==> config.mk <==
export PLATFORM = sky130hd
export DESIGN_NAME = count_clamp_window_smoother_unit
export DESIGN_NICKNAME = d
export VERILOG_FILES = /design/src/cwsm_pkg.sv /design/src/cwsm_ram.sv /design/src/cwsm_front.sv /design/src/cwsm_cmd_fifo.sv /design/src/cwsm_back.sv /design/src/count_clamp_window_smoother_unit.sv
export SDC_FILE = /design/constraint.sdc
export NUM_CORES = 1
export LEC_CHECK = 0
export BUFFER_PORTS_ARGS = -buffer_cell sky130_fd_sc_hd__buf_2
export CAP_MARGIN = 20
export CORE_UTILIZATION = 55
export CTS_CLUSTER_DIAMETER = 50
export DETAILED_ROUTE_END_ITERATION = 7
export PLACE_DENSITY_LB_ADDON = 0.08
export SLEW_MARGIN = 20
export SYNTH_ARGS = -nofsm -noshare
export SYNTH_HDL_FRONTEND = slang
export SYNTH_SLANG_ARGS = --single-unit
==> constraint.sdc <==
create_clock -name clk -period 9.8 [get_ports clk]
set_input_delay 1.96 -clock clk [delete_from_list [all_inputs] [get_ports clk]]
set_output_delay 1.96 -clock clk [all_outputs]
set_load 0.02 [all_outputs]
==> src/cwsm_pkg.sv <==
// Shared types, widths and helpers for the clamped window smoother.
// Used by every module of the block except cwsm_ram; depends on nothing.
package cwsm_pkg;

    localparam int CNT_W       = 16;
    localparam int MAX_WINDOW  = 32;
    localparam int IDX_W       = (MAX_WINDOW > 1) ? $clog2(MAX_WINDOW) : 1;
    localparam int WIN_W       = $clog2(MAX_WINDOW + 1);
    localparam int SUM_W       = CNT_W + $clog2(MAX_WINDOW);
    localparam int PSUM_W      = WIN_W + 1;
    localparam int TDATA_W     = ((CNT_W + 7) / 8) * 8;
    localparam int CFG_W       = 16;
    localparam int CFG_ADDR_W  = 1;
    localparam int WS_W        = 6;
    localparam int QDEPTH      = 2;
    localparam int QPTR_W      = (QDEPTH > 1) ? $clog2(QDEPTH) : 1;
    localparam int QCNT_W      = $clog2(QDEPTH + 1);
    localparam int STEP_W      = (SUM_W > 1) ? $clog2(SUM_W) : 1;

    localparam logic [CFG_ADDR_W-1:0] REG_CEILING     = CFG_ADDR_W'(0);
    localparam logic [CFG_ADDR_W-1:0] REG_WINDOW_SIZE = CFG_ADDR_W'(1);

    localparam logic [CNT_W-1:0] CEILING_RST   = '1;
    localparam logic [WIN_W-1:0] WINDOW_RST    = WIN_W'(1);

    typedef enum logic {
        CMD_AVG,
        CMD_FLUSH
    } cmd_kind_t;

    // len is the divisor for an average and the entry count for a flush
    typedef struct packed {
        cmd_kind_t          kind;
        logic [SUM_W-1:0]   sum;
        logic [WIN_W-1:0]   len;
        logic [IDX_W-1:0]   start;
    } cmd_t;

    typedef struct packed {
        logic flush_done;
    } back_status_t;

    typedef enum logic [2:0] {
        BK_IDLE,
        BK_DIV,
        BK_HOLD,
        BK_FL_ADDR,
        BK_FL_DATA
    } back_state_t;

    // slot arithmetic modulo MAX_WINDOW; b never exceeds MAX_WINDOW
    function automatic logic [IDX_W-1:0] idx_add(input logic [IDX_W-1:0] a,
                                                 input logic [WIN_W-1:0] b);
        logic [PSUM_W-1:0] s;
        s = PSUM_W'(a) + PSUM_W'(b);
        if (s >= PSUM_W'(MAX_WINDOW))
        begin
            s = s - PSUM_W'(MAX_WINDOW);
        end
        return s[IDX_W-1:0];
    endfunction

endpackage

==> src/cwsm_ram.sv <==
// Generic single-write, single-read RAM with registered read data.
// Stands alone; no package needed.
module cwsm_ram #(
    parameter int WIDTH = 16,
    parameter int DEPTH = 32,
    localparam int AW = (DEPTH > 1) ? $clog2(DEPTH) : 1
) (
    input  logic             clk,
    input  logic             we,
    input  logic [AW-1:0]    waddr,
    input  logic [WIDTH-1:0] wdata,
    input  logic [AW-1:0]    raddr,
    output logic [WIDTH-1:0] rdata
);

    logic [WIDTH-1:0] mem_reg [DEPTH];

    always_ff @(posedge clk)
    begin
        if (we)
        begin
            mem_reg[waddr] <= wdata;
        end
        rdata <= mem_reg[raddr];
    end

endmodule

==> src/cwsm_front.sv <==
// Front end: config registers, clamp, delay-line writes, running sum.
// Issues average and flush commands into the queue. Uses cwsm_pkg.
module cwsm_front (
    input  logic                             clk,
    input  logic                             rst_n,
    input  logic                             cfg_we,
    input  logic [cwsm_pkg::CFG_ADDR_W-1:0]  cfg_addr,
    input  logic [cwsm_pkg::CFG_W-1:0]       cfg_wdata,
    input  logic                             in_valid,
    output logic                             in_ready,
    input  logic [cwsm_pkg::CNT_W-1:0]       in_count,
    input  logic                             in_last,
    output logic                             wr_en,
    output logic [cwsm_pkg::IDX_W-1:0]       wr_addr,
    output logic [cwsm_pkg::CNT_W-1:0]       wr_data,
    output logic [cwsm_pkg::IDX_W-1:0]       rd_addr,
    input  logic [cwsm_pkg::CNT_W-1:0]       rd_data,
    output logic                             q_push,
    output cwsm_pkg::cmd_t                   q_cmd,
    input  logic                             q_ready,
    input  cwsm_pkg::back_status_t           status
);

    logic [cwsm_pkg::CNT_W-1:0] ceiling_reg, ceiling_next;
    logic [cwsm_pkg::WIN_W-1:0] win_reg, win_next;
    logic [cwsm_pkg::IDX_W-1:0] oldest_reg, oldest_next;
    logic [cwsm_pkg::WIN_W-1:0] fill_reg, fill_next;
    logic [cwsm_pkg::SUM_W-1:0] sum_reg, sum_next;
    logic                       flush_pend_reg, flush_pend_next;
    logic                       fwd_hit_reg, fwd_hit_next;
    logic [cwsm_pkg::CNT_W-1:0] fwd_data_reg;

    logic                       accept;
    logic [cwsm_pkg::CNT_W-1:0] clamped;
    logic [cwsm_pkg::WIN_W-1:0] fill_after;
    logic [cwsm_pkg::SUM_W-1:0] sum_after;
    logic [cwsm_pkg::CNT_W-1:0] old_val;
    logic [cwsm_pkg::WS_W-1:0]  ws;
    logic [cwsm_pkg::WIN_W-1:0] eff_win;

    assign in_ready = !flush_pend_reg && q_ready;
    assign accept   = in_valid && in_ready;

    assign clamped    = (in_count > ceiling_reg) ? ceiling_reg : in_count;
    assign fill_after = fill_reg + cwsm_pkg::WIN_W'(1);
    assign sum_after  = sum_reg + cwsm_pkg::SUM_W'(clamped);

    // with nothing pending the oldest entry is the word arriving now
    assign old_val = (fill_reg == '0) ? clamped :
                     (fwd_hit_reg ? fwd_data_reg : rd_data);

    assign ws = cfg_wdata[cwsm_pkg::WS_W-1:0];

    always_comb
    begin
        if (ws == '0)
        begin
            eff_win = cwsm_pkg::WIN_W'(1);
        end
        else if (cwsm_pkg::PSUM_W'(ws) > cwsm_pkg::PSUM_W'(cwsm_pkg::MAX_WINDOW))
        begin
            eff_win = cwsm_pkg::WIN_W'(cwsm_pkg::MAX_WINDOW);
        end
        else
        begin
            eff_win = cwsm_pkg::WIN_W'(ws);
        end
    end

    always_comb
    begin
        ceiling_next    = ceiling_reg;
        win_next        = win_reg;
        oldest_next     = oldest_reg;
        fill_next       = fill_reg;
        sum_next        = sum_reg;
        flush_pend_next = flush_pend_reg;
        q_push          = 1'b0;
        q_cmd           = '{kind: cwsm_pkg::CMD_AVG, sum: sum_after, len: win_reg,
                            start: oldest_reg};
        wr_en           = accept;
        wr_addr         = cwsm_pkg::idx_add(oldest_reg, fill_reg);
        wr_data         = clamped;

        if (status.flush_done)
        begin
            flush_pend_next = 1'b0;
        end

        if (accept)
        begin
            if (in_last)
            begin
                q_push          = 1'b1;
                q_cmd.kind      = cwsm_pkg::CMD_FLUSH;
                q_cmd.len       = fill_after;
                fill_next       = '0;
                sum_next        = '0;
                flush_pend_next = 1'b1;
            end
            else if (fill_after >= win_reg)
            begin
                q_push      = 1'b1;
                sum_next    = sum_after - cwsm_pkg::SUM_W'(old_val);
                fill_next   = fill_reg;
                oldest_next = cwsm_pkg::idx_add(oldest_reg, cwsm_pkg::WIN_W'(1));
            end
            else
            begin
                fill_next = fill_after;
                sum_next  = sum_after;
            end
        end

        if (cfg_we)
        begin
            unique case (cfg_addr)
                cwsm_pkg::REG_CEILING:
                begin
                    ceiling_next = cfg_wdata[cwsm_pkg::CNT_W-1:0];
                end
                cwsm_pkg::REG_WINDOW_SIZE:
                begin
                    win_next  = eff_win;
                    fill_next = '0;
                    sum_next  = '0;
                end
                default:
                begin
                    ceiling_next = ceiling_reg;
                end
            endcase
        end
    end

    // prefetch the oldest entry for the next word; forward a same-cycle write
    assign rd_addr      = oldest_next;
    assign fwd_hit_next = wr_en && (wr_addr == rd_addr);

    always_ff @(posedge clk or negedge rst_n)
    begin
        if (!rst_n)
        begin
            ceiling_reg    <= cwsm_pkg::CEILING_RST;
            win_reg        <= cwsm_pkg::WINDOW_RST;
            oldest_reg     <= '0;
            fill_reg       <= '0;
            sum_reg        <= '0;
            flush_pend_reg <= 1'b0;
            fwd_hit_reg    <= 1'b0;
        end
        else
        begin
            ceiling_reg    <= ceiling_next;
            win_reg        <= win_next;
            oldest_reg     <= oldest_next;
            fill_reg       <= fill_next;
            sum_reg        <= sum_next;
            flush_pend_reg <= flush_pend_next;
            fwd_hit_reg    <= fwd_hit_next;
        end
    end

    always_ff @(posedge clk)
    begin
        fwd_data_reg <= wr_data;
    end

endmodule

==> src/cwsm_cmd_fifo.sv <==
// Short command queue between front and back end.
// Holds cmd_t entries from cwsm_pkg.
module cwsm_cmd_fifo (
    input  logic            clk,
    input  logic            rst_n,
    input  logic            push,
    input  cwsm_pkg::cmd_t  push_cmd,
    output logic            push_ready,
    input  logic            pop,
    output cwsm_pkg::cmd_t  pop_cmd,
    output logic            pop_valid
);

    cwsm_pkg::cmd_t              entry_reg [cwsm_pkg::QDEPTH];
    logic [cwsm_pkg::QPTR_W-1:0] wr_ptr_reg, wr_ptr_next;
    logic [cwsm_pkg::QPTR_W-1:0] rd_ptr_reg, rd_ptr_next;
    logic [cwsm_pkg::QCNT_W-1:0] cnt_reg, cnt_next;

    function automatic logic [cwsm_pkg::QPTR_W-1:0] ptr_inc(
        input logic [cwsm_pkg::QPTR_W-1:0] p);
        if (p == cwsm_pkg::QPTR_W'(cwsm_pkg::QDEPTH - 1))
        begin
            return '0;
        end
        return p + cwsm_pkg::QPTR_W'(1);
    endfunction

    assign push_ready = (cnt_reg != cwsm_pkg::QCNT_W'(cwsm_pkg::QDEPTH));
    assign pop_valid  = (cnt_reg != '0);
    assign pop_cmd    = entry_reg[rd_ptr_reg];

    always_comb
    begin
        wr_ptr_next = (push && push_ready) ? ptr_inc(wr_ptr_reg) : wr_ptr_reg;
        rd_ptr_next = (pop && pop_valid) ? ptr_inc(rd_ptr_reg) : rd_ptr_reg;
        cnt_next    = cnt_reg;
        if ((push && push_ready) && !(pop && pop_valid))
        begin
            cnt_next = cnt_reg + cwsm_pkg::QCNT_W'(1);
        end
        else if (!(push && push_ready) && (pop && pop_valid))
        begin
            cnt_next = cnt_reg - cwsm_pkg::QCNT_W'(1);
        end
    end

    always_ff @(posedge clk or negedge rst_n)
    begin
        if (!rst_n)
        begin
            wr_ptr_reg <= '0;
            rd_ptr_reg <= '0;
            cnt_reg    <= '0;
        end
        else
        begin
            wr_ptr_reg <= wr_ptr_next;
            rd_ptr_reg <= rd_ptr_next;
            cnt_reg    <= cnt_next;
        end
    end

    always_ff @(posedge clk)
    begin
        if (push && push_ready)
        begin
            entry_reg[wr_ptr_reg] <= push_cmd;
        end
    end

endmodule

==> src/cwsm_back.sv <==
// Back end: bit-serial divider for window averages and flush sequencer.
// Owns the output register. Uses cwsm_pkg.
module cwsm_back (
    input  logic                        clk,
    input  logic                        rst_n,
    input  logic                        q_valid,
    input  cwsm_pkg::cmd_t              q_cmd,
    output logic                        q_pop,
    output logic [cwsm_pkg::IDX_W-1:0]  rd_addr,
    input  logic [cwsm_pkg::CNT_W-1:0]  rd_data,
    output cwsm_pkg::back_status_t      status,
    output logic                        out_valid,
    input  logic                        out_ready,
    output logic [cwsm_pkg::CNT_W-1:0]  out_value,
    output logic                        out_smoothed,
    output logic                        out_last
);

    cwsm_pkg::back_state_t state_reg, state_next;

    logic [cwsm_pkg::SUM_W-1:0]  num_reg, num_next;
    logic [cwsm_pkg::WIN_W-1:0]  den_reg, den_next;
    logic [cwsm_pkg::PSUM_W-1:0] rem_reg, rem_next;
    logic [cwsm_pkg::CNT_W-1:0]  quo_reg, quo_next;
    logic [cwsm_pkg::STEP_W-1:0] step_reg, step_next;
    logic [cwsm_pkg::IDX_W-1:0]  fl_idx_reg, fl_idx_next;
    logic [cwsm_pkg::WIN_W-1:0]  fl_cnt_reg, fl_cnt_next;

    logic                        out_valid_reg, out_valid_next;
    logic [cwsm_pkg::CNT_W-1:0]  out_value_reg, out_value_next;
    logic                        out_smoothed_reg, out_smoothed_next;
    logic                        out_last_reg, out_last_next;

    logic                        out_free;
    logic                        div_done;
    logic                        fl_final;
    logic [cwsm_pkg::PSUM_W-1:0] trial;
    logic                        qbit;

    assign out_free = !out_valid_reg || out_ready;
    assign div_done = (step_reg == cwsm_pkg::STEP_W'(cwsm_pkg::SUM_W - 1));
    assign fl_final = (fl_cnt_reg == cwsm_pkg::WIN_W'(1));
    assign trial    = {rem_reg[cwsm_pkg::PSUM_W-2:0], num_reg[cwsm_pkg::SUM_W-1]};
    assign qbit     = (trial >= cwsm_pkg::PSUM_W'(den_reg));
    assign rd_addr  = fl_idx_reg;

    always_comb
    begin
        state_next = state_reg;
        unique case (state_reg)
            cwsm_pkg::BK_IDLE:
            begin
                if (q_valid)
                begin
                    state_next = (q_cmd.kind == cwsm_pkg::CMD_AVG) ?
                                 cwsm_pkg::BK_DIV : cwsm_pkg::BK_FL_ADDR;
                end
            end
            cwsm_pkg::BK_DIV:
            begin
                if (div_done)
                begin
                    state_next = cwsm_pkg::BK_HOLD;
                end
            end
            cwsm_pkg::BK_HOLD:
            begin
                if (out_free)
                begin
                    state_next = cwsm_pkg::BK_IDLE;
                end
            end
            cwsm_pkg::BK_FL_ADDR:
            begin
                state_next = cwsm_pkg::BK_FL_DATA;
            end
            cwsm_pkg::BK_FL_DATA:
            begin
                if (out_free)
                begin
                    state_next = fl_final ? cwsm_pkg::BK_IDLE : cwsm_pkg::BK_FL_ADDR;
                end
            end
            default:
            begin
                state_next = cwsm_pkg::BK_IDLE;
            end
        endcase
    end

    always_comb
    begin
        q_pop             = 1'b0;
        status.flush_done = 1'b0;
        num_next          = num_reg;
        den_next          = den_reg;
        rem_next          = rem_reg;
        quo_next          = quo_reg;
        step_next         = step_reg;
        fl_idx_next       = fl_idx_reg;
        fl_cnt_next       = fl_cnt_reg;
        out_valid_next    = out_valid_reg && !out_ready;
        out_value_next    = out_value_reg;
        out_smoothed_next = out_smoothed_reg;
        out_last_next     = out_last_reg;

        unique case (state_reg)
            cwsm_pkg::BK_IDLE:
            begin
                if (q_valid)
                begin
                    q_pop       = 1'b1;
                    num_next    = q_cmd.sum;
                    den_next    = q_cmd.len;
                    rem_next    = '0;
                    step_next   = '0;
                    fl_idx_next = q_cmd.start;
                    fl_cnt_next = q_cmd.len;
                end
            end
            cwsm_pkg::BK_DIV:
            begin
                // one restoring step per cycle, numerator MSB first
                rem_next  = qbit ? (trial - cwsm_pkg::PSUM_W'(den_reg)) : trial;
                quo_next  = {quo_reg[cwsm_pkg::CNT_W-2:0], qbit};
                num_next  = {num_reg[cwsm_pkg::SUM_W-2:0], 1'b0};
                step_next = step_reg + cwsm_pkg::STEP_W'(1);
            end
            cwsm_pkg::BK_HOLD:
            begin
                if (out_free)
                begin
                    out_valid_next    = 1'b1;
                    out_value_next    = quo_reg;
                    out_smoothed_next = 1'b1;
                    out_last_next     = 1'b0;
                end
            end
            cwsm_pkg::BK_FL_ADDR:
            begin
                fl_idx_next = fl_idx_reg;
            end
            cwsm_pkg::BK_FL_DATA:
            begin
                if (out_free)
                begin
                    out_valid_next    = 1'b1;
                    out_value_next    = rd_data;
                    out_smoothed_next = 1'b0;
                    out_last_next     = fl_final;
                    fl_idx_next       = cwsm_pkg::idx_add(fl_idx_reg, cwsm_pkg::WIN_W'(1));
                    fl_cnt_next       = fl_cnt_reg - cwsm_pkg::WIN_W'(1);
                    status.flush_done = fl_final;
                end
            end
            default:
            begin
                q_pop = 1'b0;
            end
        endcase
    end

    always_ff @(posedge clk or negedge rst_n)
    begin
        if (!rst_n)
        begin
            state_reg     <= cwsm_pkg::BK_IDLE;
            out_valid_reg <= 1'b0;
            step_reg      <= '0;
            fl_cnt_reg    <= '0;
        end
        else
        begin
            state_reg     <= state_next;
            out_valid_reg <= out_valid_next;
            step_reg      <= step_next;
            fl_cnt_reg    <= fl_cnt_next;
        end
    end

    always_ff @(posedge clk)
    begin
        num_reg          <= num_next;
        den_reg          <= den_next;
        rem_reg          <= rem_next;
        quo_reg          <= quo_next;
        fl_idx_reg       <= fl_idx_next;
        out_value_reg    <= out_value_next;
        out_smoothed_reg <= out_smoothed_next;
        out_last_reg     <= out_last_next;
    end

    assign out_valid    = out_valid_reg;
    assign out_value    = out_value_reg;
    assign out_smoothed = out_smoothed_reg;
    assign out_last     = out_last_reg;

endmodule

==> src/count_clamp_window_smoother_unit.sv <==
// Clamped forward moving average over a stream of read counts: each count
// is clamped to the configured ceiling and position i is replaced by the truncated mean
// of the clamped counts i..i+W-1; the final W positions of a stream come out
// clamped but unaveraged once the word marked tlast arrives. The front end
// takes one input word per cycle while its two-entry command queue has room.
// Each smoothed result comes from the back end's one-bit-per-cycle divider,
// which starts a new command only after the last result is loaded for
// output, so a steady stream is paced by the divider. A flush emits one
// word per delay-line RAM read, and the input stays stalled from the tlast
// word until the last flushed word has been loaded for output.
// No clearing pass after reset; configuration takes effect at once.
// Depends on cwsm_pkg, cwsm_ram, cwsm_front, cwsm_cmd_fifo and cwsm_back.
module count_clamp_window_smoother_unit (
    input  logic                              clk,
    input  logic                              rst_n,
    input  logic                              cfg_we,
    input  logic [cwsm_pkg::CFG_ADDR_W-1:0]   cfg_addr,
    input  logic [cwsm_pkg::CFG_W-1:0]        cfg_wdata,
    input  logic                              s_axis_tvalid,
    output logic                              s_axis_tready,
    input  logic [cwsm_pkg::TDATA_W-1:0]      s_axis_tdata,   // [15:0] count
    input  logic                              s_axis_tlast,
    output logic                              m_axis_tvalid,
    input  logic                              m_axis_tready,
    output logic [cwsm_pkg::TDATA_W-1:0]      m_axis_tdata,   // [15:0] value
    output logic                              m_axis_tuser,   // [0] smoothed
    output logic                              m_axis_tlast
);

    logic                        wr_en;
    logic [cwsm_pkg::IDX_W-1:0]  wr_addr;
    logic [cwsm_pkg::CNT_W-1:0]  wr_data;
    logic [cwsm_pkg::IDX_W-1:0]  front_raddr;
    logic [cwsm_pkg::CNT_W-1:0]  front_rdata;
    logic [cwsm_pkg::IDX_W-1:0]  back_raddr;
    logic [cwsm_pkg::CNT_W-1:0]  back_rdata;
    logic                        q_push;
    logic                        q_ready;
    cwsm_pkg::cmd_t              q_in;
    cwsm_pkg::cmd_t              q_out;
    logic                        q_valid;
    logic                        q_pop;
    cwsm_pkg::back_status_t      status;
    logic [cwsm_pkg::CNT_W-1:0]  out_value;

    // two copies of the delay line: one for the sum update, one for flushing
    cwsm_ram #(.WIDTH(cwsm_pkg::CNT_W), .DEPTH(cwsm_pkg::MAX_WINDOW)) u_ram_front (
        .clk   (clk),
        .we    (wr_en),
        .waddr (wr_addr),
        .wdata (wr_data),
        .raddr (front_raddr),
        .rdata (front_rdata)
    );

    cwsm_ram #(.WIDTH(cwsm_pkg::CNT_W), .DEPTH(cwsm_pkg::MAX_WINDOW)) u_ram_back (
        .clk   (clk),
        .we    (wr_en),
        .waddr (wr_addr),
        .wdata (wr_data),
        .raddr (back_raddr),
        .rdata (back_rdata)
    );

    cwsm_front u_front (
        .clk       (clk),
        .rst_n     (rst_n),
        .cfg_we    (cfg_we),
        .cfg_addr  (cfg_addr),
        .cfg_wdata (cfg_wdata),
        .in_valid  (s_axis_tvalid),
        .in_ready  (s_axis_tready),
        .in_count  (s_axis_tdata[cwsm_pkg::CNT_W-1:0]),
        .in_last   (s_axis_tlast),
        .wr_en     (wr_en),
        .wr_addr   (wr_addr),
        .wr_data   (wr_data),
        .rd_addr   (front_raddr),
        .rd_data   (front_rdata),
        .q_push    (q_push),
        .q_cmd     (q_in),
        .q_ready   (q_ready),
        .status    (status)
    );

    cwsm_cmd_fifo u_fifo (
        .clk        (clk),
        .rst_n      (rst_n),
        .push       (q_push),
        .push_cmd   (q_in),
        .push_ready (q_ready),
        .pop        (q_pop),
        .pop_cmd    (q_out),
        .pop_valid  (q_valid)
    );

    cwsm_back u_back (
        .clk          (clk),
        .rst_n        (rst_n),
        .q_valid      (q_valid),
        .q_cmd        (q_out),
        .q_pop        (q_pop),
        .rd_addr      (back_raddr),
        .rd_data      (back_rdata),
        .status       (status),
        .out_valid    (m_axis_tvalid),
        .out_ready    (m_axis_tready),
        .out_value    (out_value),
        .out_smoothed (m_axis_tuser),
        .out_last     (m_axis_tlast)
    );

    assign m_axis_tdata = cwsm_pkg::TDATA_W'(out_value);

endmodule

# After elaboration in Yosys (flattened, before gate mapping)
# Memory sizes are Yosys's and may differ from the RTL's. A register that Yosys moved wholly into a read port is not among the register bits.
# Cells that the tools add are included.
dict set report totals {
  regBits 163
  mem_bits_rw 1090
  inputBits 39
  output_inout_bits 20
  word_cells 169
  memories 3
}
dict set report classes {
  addsub 16
  magnitude_cmp 7
  eq_ne 12
  muxes 77
  n_bitwise 1
  n_reduce_logical 30
}
# memory words word_bits read_ports rd_clocked_by_memory_dff wr line
set memory_table {}
lappend memory_table {u_ram_back.mem_reg 32 16 1 1 1 cwsm_ram.sv:16} ;# logic [WIDTH-1:0] mem_reg [DEPTH];
lappend memory_table {u_ram_front.mem_reg 32 16 1 1 1 cwsm_ram.sv:16}
lappend memory_table {u_fifo.entry_reg 2 33 1 0 1 cwsm_cmd_fifo.sv:14} ;# cwsm_pkg::cmd_t entry_reg [cwsm_pkg::QDEPTH];
# operator count
set op_table {}
lappend op_table {{$mux 21} 6}
lappend op_table {{$mux 16} 5}
lappend op_table {{$mux 6} 13}
lappend op_table {{$mux 5} 9}
lappend op_table {{$pmux 21 s2} 1}
lappend op_table {{$pmux 16 s2} 1}
lappend op_table {{$mux 1} 27}
lappend op_table {{$pmux 6 s2} 2}
lappend op_table {{$add 21x16->21} 1}
lappend op_table {{$sub 21x16->21} 1}
lappend op_table {{$pmux 5 s2} 2}
lappend op_table {{$gt 16x16->1} 1}
lappend op_table {{$pmux 3 s5} 1}
lappend op_table {{$sub 5x1->5 const B} 3}
lappend op_table {{$add 5x1->6 const B} 2}
lappend op_table {{$ge 6x6->1 const B} 2}
lappend op_table {{$logic_not 6->1} 2}
lappend op_table {{$mux 3} 4}
lappend op_table {{$reduce_bool 2->1} 5}
lappend op_table {{$logic_and 1x1->1} 8}
lappend op_table {{$mux 2} 4}
lappend op_table {{$reduce_and 2->1} 4}
lappend op_table {{$add 5x6->7} 1}
lappend op_table {{$ge 7x6->1} 1}
lappend op_table {{26 further kinds} 37}

# Depth between registers and ports, before layout
# Gate-level depths: netlist of the first run.
dict set report depth {
  word_depth 10
  ltp_mapped 28
  depth_no_buf 27
}

# Cells and area by module
# A second synthesis of the first run with hierarchy kept.
dict set report hier_totals {
  hier_cells 3398
  hier_area_um2 53521.3
}
# mod n_inst cells_each area_each_um2 seq_area_each_um2
set by_module_without_submodules {}
lappend by_module_without_submodules {{cwsm_ram (u_ram_front)} 1 1143 20535.9 15695.1}
lappend by_module_without_submodules {{cwsm_ram (u_ram_back)} 1 1143 20534.7 15695.1}
lappend by_module_without_submodules {cwsm_front 1 663 5793.1 1742.9}
lappend by_module_without_submodules {cwsm_back 1 328 3930.0 2537.4}
lappend by_module_without_submodules {cwsm_cmd_fifo 1 121 2727.6 2082.0}

# Worst setup path after synthesis of the first run
# Ideal clock, no wire load.
dict set report synth_path {
  path_kind {input -> register}
  from {input port s_axis_tdata[15] in the netlist's numbering}
  to {register u_front.sum_reg[17] in the netlist's numbering}
  setup_ps 121
  arrival_ps 8304
  required_time_ps 9679
  setup_slack_ps 1375
  cell_stages 24
  n_path_buf 1
  path_cell_list {ha_1 > and4_1 > nand3_2 > a2111o_1 > nand3_2 > nand2_2 > clkbuf_1 > o21ai_0 > ha_1 > a211oi_1 > o21bai_1 > a21oi_1 > o21ai_0 > xor2_1 > ha_1 > or3_1 > o21a_1 > maj3_2 > a211oi_2 > o211ai_1 > a31oi_1 > xnor2_1 > o22ai_1 > a22o_1}
}
# item line
set synth_lines {}
lappend synth_lines {{from (decl)} count_clamp_window_smoother_unit.sv:21} ;# input logic [cwsm_pkg::TDATA_W-1:0] s_axis_tdata,
lappend synth_lines {{to (signal assigned)} cwsm_front.sv:158} ;# sum_reg <= sum_next;
lappend synth_lines {{to (decl)} cwsm_front.sv:28} ;# logic [cwsm_pkg::SUM_W-1:0] sum_reg, sum_next;

==> key figures, run 1 <==
Clock network
  • Hold-fix buffers, CTS: 0
  • TritonCTS Buffers: 92
  • CTS sink count: 773
  • Clock Tree Root: clkbuf_16
  • Cts repair resizes: 0
  • Clk Latency, worst-skew pair: 660 ps
  • CTS H-tree depth: 3
  • Post-CTS Repair Setup Buffers: 0
  • Clk buf depth: 3
  • CTS tree: yes
  • Clk slew on worst S/H paths: 60 ps

Global routing
  • Met2 Usage GRT: 48.4%
  • First-pass GRT wire length: 143,000 um
  • Pin count of the biggest net entering global routing: between 100 and 150
  • Total global-route track usage: 29.7%
  • Vias in the first global route: 21,600
  • Remaining Overflow, GRT: 0
  • Grt met3 use: approximately 4.4%
  • Most utilized layer in the global route result: met2
  • Initial antenna violation count: 1
  • Global Route met1 Usage: 42.0%

Status
  • Status: completed

Layout
  • N_diodes: 0
  • Register area: 22,400 um^2
  • Layout Nets: 2,499
  • Most frequent cells in the layout: edfxtp_1 (650), mux4_2 (287), nand2_1 (270)
  • FILL cells: between 4,000 and 5,000
  • Most common cell after layout, fill and taps aside: edfxtp_1
  • Max FFs per register: 480
  • P&R area growth vs syn: 12.6%
  • Area of the multi-input gates: between 10,000 and 15,000 um^2
  • Post-Layout Cell Count: between 3,000 and 4,000
  • Layout cell share with drive strength beyond 1: 26.6%

STA
  • Fmax: 126 MHz
  • Final Hold Fails: 0
  • Final Max Slew Viols: 0
  • Min cycle time layout: 7940 ps
  • # setup viols final: 0
  • Slew margin rel.: 26.3%
  • Period utilization: approximately 80%
  • Hold slack final: 452 ps
  • Slew @ Worst Pin: 1100 ps
  • RSZ-0062 raised after global routing: no
  • Skew final: roughly 49 ps
  • Setup TNS: 0 ps

Worst setup path
  • CP endpoint kind: flip-flop
  • Reg2reg setup slack: 2670 ps
  • Crit start category: input pin
  • R2R Path End: u_front.sum_reg[17]
  • Crit Path Class: in -> reg
  • Critical path required time: 10,340 ps
  • CP arrival: around 8500 ps
  • CP Max Fanout: 35
  • Worst reg2reg path depth: 26
  • Reg2reg start: u_front.ceiling_reg[15]

Placement
  • DP HPWL: 57,900 um
  • Placed Cells: 3,148
  • Gpl congestion: roughly 0.86
  • Port Buffers: 58

Min path
  • Worst hold endpoint: u_back.quo_reg[1]
  • Hold path cells: 0
  • Hold Path Class: reg -> reg
  • Min-delay src: u_back.quo_reg[0]

Pwr
  • Int Pwr: 8.19 mW
  • Leak: approximately 14 nW
  • Pwr dens: 300 nW/um^2
  • NetSw: 4.11 mW
  • Register share of total power: 36.4%
  • Switching Share: 33.4%
  • Clk pwr share: 28.1%
  • Maximum vdd drop: 0.000272 V
  • Combinational share of power: 35.5%

Route
  • Post-route DRC: 0
  • DR WL/cell: 29.3 um
  • Vias: 21,700
  • Post-Route WL: 97,300 um
  • Post-route ant nets: 0
  • TritonRoute pass-1 iters: 5
  • DR vias/cell: roughly 6.5
  • Starting DRT DRC Count: 2,548

Floorplanning
  • Core footprint: 64,900 um^2
  • Die width: between 200 and 300 um
  • Full die area: 67,200 um^2
  • Height of the die: 259 um
  • Rows: a little over 90
  • Initial Utilization: 56.1%
  • # IOs: roughly 60

Synth
  • Post-synth ARST share: under 10%
  • Syn Area/Cell: ~16 um^2
  • Sequential area share after synthesis: 61.5%
  • Count of flip-flops with a built-in enable after synthesis: 650
  • Yosys warning total: 0
  • FF+latch count, synth: about 770
  • Syn Std Cell Area: 36,400 um^2
  • Cells after synthesis: roughly 2,300
  • Synth unique cells: 80
  • Post-Synthesis Net Count: 2,427
  • Top_reg_cell synth: edfxtp_1

Flow run
  • Max cap viols: 0
## cell type report
cell class,count,area share [%]
inverters,64,0.607
clock inverters,59,1.63
repair buffers,103,1.57
flip-flops and latches,773,54.6
clock buffers,112,5.97
multi-input cells,1353,33.0
well taps,855,2.61
## synthesized netlist by cell type, types with 22 or more instances
| cell type | instances | area share (%) |
|---|---|---|
| nand2_1 | 271 | 2.8 |
| xnor2_1 | 41 | 0.99 |
| mux2_2 | 28 | 0.87 |
| mux2i_1 | 56 | 1.5 |
| nand3_1 | 53 | 0.73 |
| dfrtp_1 | 58 | 4.0 |
| ha_1 | 69 | 2.4 |
| nor2_1 | 119 | 1.2 |
| clkbuf_1 | 77 | 0.79 |
| inv_1 | 63 | 0.65 |
| mux4_2 | 287 | 18 |
| edfxtp_1 | 650 | 54 |
| xor2_1 | 30 | 0.72 |
| buf_1 | 22 | 0.23 |
| dfxtp_1 | 48 | 2.6 |
| a21oi_1 | 58 | 0.80 |
| o21ai_0 | 106 | 1.5 |
## worst max-delay path by stage
stage	startpoint	endpoint	slack, ps	cells past startpoint
final	s_axis_tdata[14]	u_front.sum_reg[17]	1860	26
after global routing	s_axis_tdata[14]	u_front.sum_reg[17]	1480	26
after CTS	s_axis_tdata[15]	u_front.sum_reg[17]	1910	26
after detailed placement	s_axis_tdata[14]	u_front.sum_reg[17]	1280	26
after global placement	s_axis_tdata[14]	u_front.sum_reg[17]	1360	25
after floorplan	s_axis_tdata[15]	u_front.sum_reg[17]	1370	24
## power by group through the flow
stage	logic (mW)	clock network, mW	registers [mW]
finish	4.37	3.46	4.48
global route	4.73	3.63	4.51
CTS	4.40	3.51	4.48
detailed placement	4.38	0	4.54
global placement	4.32	0	4.53
floorplan	3.30	0	4.42
## worst max-delay path: stages
cell	delay (ps)
buf_2	110
ha_1	320
a21oi_1	160
nand2_1	80
a221oi_2	390
nand3_2	210
nand2_2	500
mux2_2	660
ha_1	350
fa_1	440
a21oi_1	190
o21ai_0	210
o21a_1	220
nor2_1	100
xnor2_1	220
ha_1	340
o21ai_0	190
nand2b_1	110
o21a_1	120
maj3_2	330
a211oi_2	320
o211ai_1	180
a31oi_1	220
xnor2_1	180
o22ai_1	110
a22o_1	200
## per-stage QoR
| stage | setup WS [ps] | utilization, % | power (mW) | instance area (um^2) |
|---|---|---|---|---|
| finish | 1860 | 63.1 | 12.3 | 41000 |
| global route | 1480 | 63.1 | 12.9 | 41000 |
| CTS | 1910 | 63.1 | 12.4 | 41000 |
| detailed placement | 1280 | 58.3 | 8.92 | 37900 |
| global placement | 1360 | 58.3 | 8.85 | 37900 |
| floorplan | 1370 | - | 7.71 | 36400 |
## cells by family after synthesis
group	count (synthesis)	synth area share (%)
flip-flops	773	61.5
AND/OR/NAND/NOR	555	6.75
multiplexers	373	20.3
AO/OA/AOI/OAI	279	4.87
buffers and inverters	189	2.22
adder cells (fa/ha/maj)	74	2.62
XOR/XNOR	72	1.78
## layer usage
layer,vias to the layer above,wire length (um)
li1,9270,-
met1,11300,39500
met2,950,47700
met3,188,7250
met4,2,2800
met5,-,11
Power figures use the tool's default switching activity.
==> inputs of run 2 (changes only) <==
==> constraint.sdc (replaced) <==
create_clock -name clk -period 7.25 [get_ports clk]
set_input_delay 1.45 -clock clk [delete_from_list [all_inputs] [get_ports clk]]
set_output_delay 1.45 -clock clk [all_outputs]
set_load 0.02 [all_outputs]
==> key figures, run 2 (synthesized netlist as in run 1, its figures left out) <==
Layout
  • Final instance area: 40,900 um^2 (-0.34%)
  • Layout cell share with drive strength beyond 1: 26.6% (about the same)
  • Max FFs per register: 480 (unchanged)
  • N_diodes: 0 (unchanged)
  • Most common cell after layout, fill and taps aside: edfxtp_1
  • P&R area growth vs syn: 12.2%
  • Most frequent cells in the layout: edfxtp_1 (650), mux4_2 (287), nand2_1 (271)
  • Layout Nets: 2,504 (+0.20%)
  • Post-Layout Cell Count: 3,321 (+0.060%)

STA
  • Period utilization: 91.5%
  • Final Hold Fails: 0 (unchanged)
  • Fmax: 151 MHz
  • Slew @ Worst Pin: 1060 ps (-45.6 ps)
  • Setup TNS: 0 ps (unchanged)
  • Min cycle time layout: roughly 6600 ps
  • Skew final: 30.4 ps (-19.0 ps)
  • Final Max Slew Viols: 0 (unchanged)
  • Final setup margin: 613 ps (-1250 ps)
  • Slew margin rel.: 29.5% (+3.2 points)
  • # setup viols final: 0 (unchanged)
  • Hold slack final: 454 ps (+2.15 ps)
  • RSZ-0062 raised after global routing: no

Global routing
  • Pin count of the biggest net entering global routing: 131 (unchanged)
  • Vias in the first global route: 22,000 (+1.5%)
  • First-pass GRT wire length: 143,000 um (-0.31%)
  • Initial antenna violation count: 3 (+2)
  • Total global-route track usage: 29.6% (-0.15 points)
  • Remaining Overflow, GRT: 0 (unchanged)

Floorplanning
  • Full die area: 67,200 um^2 (unchanged)
  • Die width: 259 um (unchanged)
  • Rows: 93 (unchanged)
  • Core footprint: 64,900 um^2 (unchanged)
  • Height of the die: 259 um (unchanged)
  • # IOs: 59 (unchanged)
  • Initial Utilization: 56.1% (unchanged)

Worst setup path
  • Critical path required time: 7780 ps (-2560 ps)
  • Critical path's most frequent cell: ha_1
  • Slowest CP cell: fa_1
  • Crit start category: input pin
  • Top delay family on crit path: compound AO/OA/AOI/OAI gates
  • Critical Path Max Stage Delay: 440 ps (-220 ps)
  • CP Max Fanout: 4 (-89%)
  • Crit Path Class: in -> reg
  • CP endpoint kind: flip-flop
  • Worst path buffer plus inverter count: 1 (unchanged)
  • CP arrival: 7170 ps (-1310 ps)

Min path
  • Hold Path Class: reg -> reg

Clock network
  • Hold-fix buffers, CTS: 0 (unchanged)
  • Clk slew on worst S/H paths: 60 ps (about the same)
  • Clk Latency, worst-skew pair: 660 ps (about the same)
  • CTS tree: yes
  • TritonCTS Buffers: 89 (-3.3%)
  • Cts repair resizes: 0 (unchanged)
  • CTS H-tree depth: 3 (unchanged)
  • Clk buf depth: 3 (unchanged)
  • Clock Tree Root: clkbuf_16
  • Post-CTS Repair Setup Buffers: 0 (unchanged)
  • CTS sink count: 773 (unchanged)

Route
  • M1 WL: 39,500 um (about the same)
  • Vias: 21,800 (+0.41%)
  • Max layer used: met5
  • TritonRoute pass-1 iters: 5 (unchanged)
  • Starting DRT DRC Count: 2,337 (-8.3%)
  • DR vias/cell: 6.56 (+0.35%)
  • Post-route ant nets: 0 (unchanged)
  • Post-route DRC: 0 (unchanged)
  • WL met2: 47,500 um (-0.37%)
  • DR WL/cell: 29.2 um (-0.47%)
  • Met3 WL: 7170 um (-1.0%)
  • Post-Route WL: 96,900 um (-0.41%)

Placement
  • Placed Cells: 3,155 (+0.22%)
  • Port Buffers: 58 (unchanged)
  • Place WS: 49.3 ps (-1230 ps)
  • DP HPWL: 58,500 um (+1.0%)
  • Gpl congestion: 0.884 (+2.3%)
  • Placed cell areas: 38,000 um^2 (+0.21%)

Status
  • Status: completed

Pwr
  • Maximum vdd drop: 0.000393 V (+45%)
  • Leak: 14.1 nW (-0.44%)
  • Pwr dens: 401 nW/um^2 (+34%)

Flow run
  • Max cap viols: 0 (unchanged)
## run 2: worst reg2reg max path, cell delays in order (launching register included)
cell      delay (ps)
dfstp_2          510
inv_1             70
ha_1             330
and4_1           300
nand3_2          110
a2111o_1         430
nand3_2          100
nand2_2           60
mux2_2           310
ha_1             250
fa_1             440
a21oi_1          200
o21ai_0          150
o21a_1           190
nor2_1           110
xnor2_1          220
ha_1             340
o21ai_0          190
nand2b_1         120
o21a_1           130
maj3_2           340
a211oi_2         360
o211ai_1         190
a31oi_1          230
xnor2_1          180
o22ai_1          120
a22o_1           210
## run 2: metrics by stage
stage                     utilization [%]  power [mW]
after floorplan                         -        10.4
after global placement               58.4        12.0
after detailed placement             58.4        12.1
after CTS                            62.9        16.5
after global routing                 62.9        17.1
final                                62.9        16.4
## run 2: layout make-up
cell class                      instances  area [um^2]
Inverter                               64          249
Tap cell                              855         1070
Sequential cell                       773        22400
Fill cell                            4702        24100
Timing Repair Buffer                  111          748
Clock inverter                         55          518
Clock buffer                          110         2360
Multi-Input combinational cell       1353        13500
## run 2: layer usage
layer / up-vias / global-route usage [%]
li1: 9263 / -
met1: 11400 / 41.0
met2: 914 / 48.4
met3: 181 / 5.17
met4: 2 / 8.51
met5: - / 0
## run 2: final timing paths
kind / slack [ps] / startpoint / cells past startpoint / endpoint
max reg2reg: 950 / u_front.ceiling_reg[15] / 26 / u_front.sum_reg[17]
min in group asynchronous: 660 / rst_n / 1 / u_back.fl_cnt_reg[5]
min: 450 / u_back.quo_reg[10] / 0 / u_back.quo_reg[11]
min reg2reg: 450 / u_back.quo_reg[10] / 0 / u_back.quo_reg[11]
max: 610 / s_axis_tdata[15] / 26 / u_front.sum_reg[17]
max in group asynchronous: 5440 / rst_n / 2 / u_fifo.rd_ptr_reg
## run 2: power by group
| group | switching [mW] | total [mW] | internal, mW |
|---|---|---|---|
| Sequential | 0.400 | 6.07 | 5.67 |
| Clock | 1.87 | 4.39 | 2.52 |
| Combinational | 3.27 | 5.92 | 2.64 |
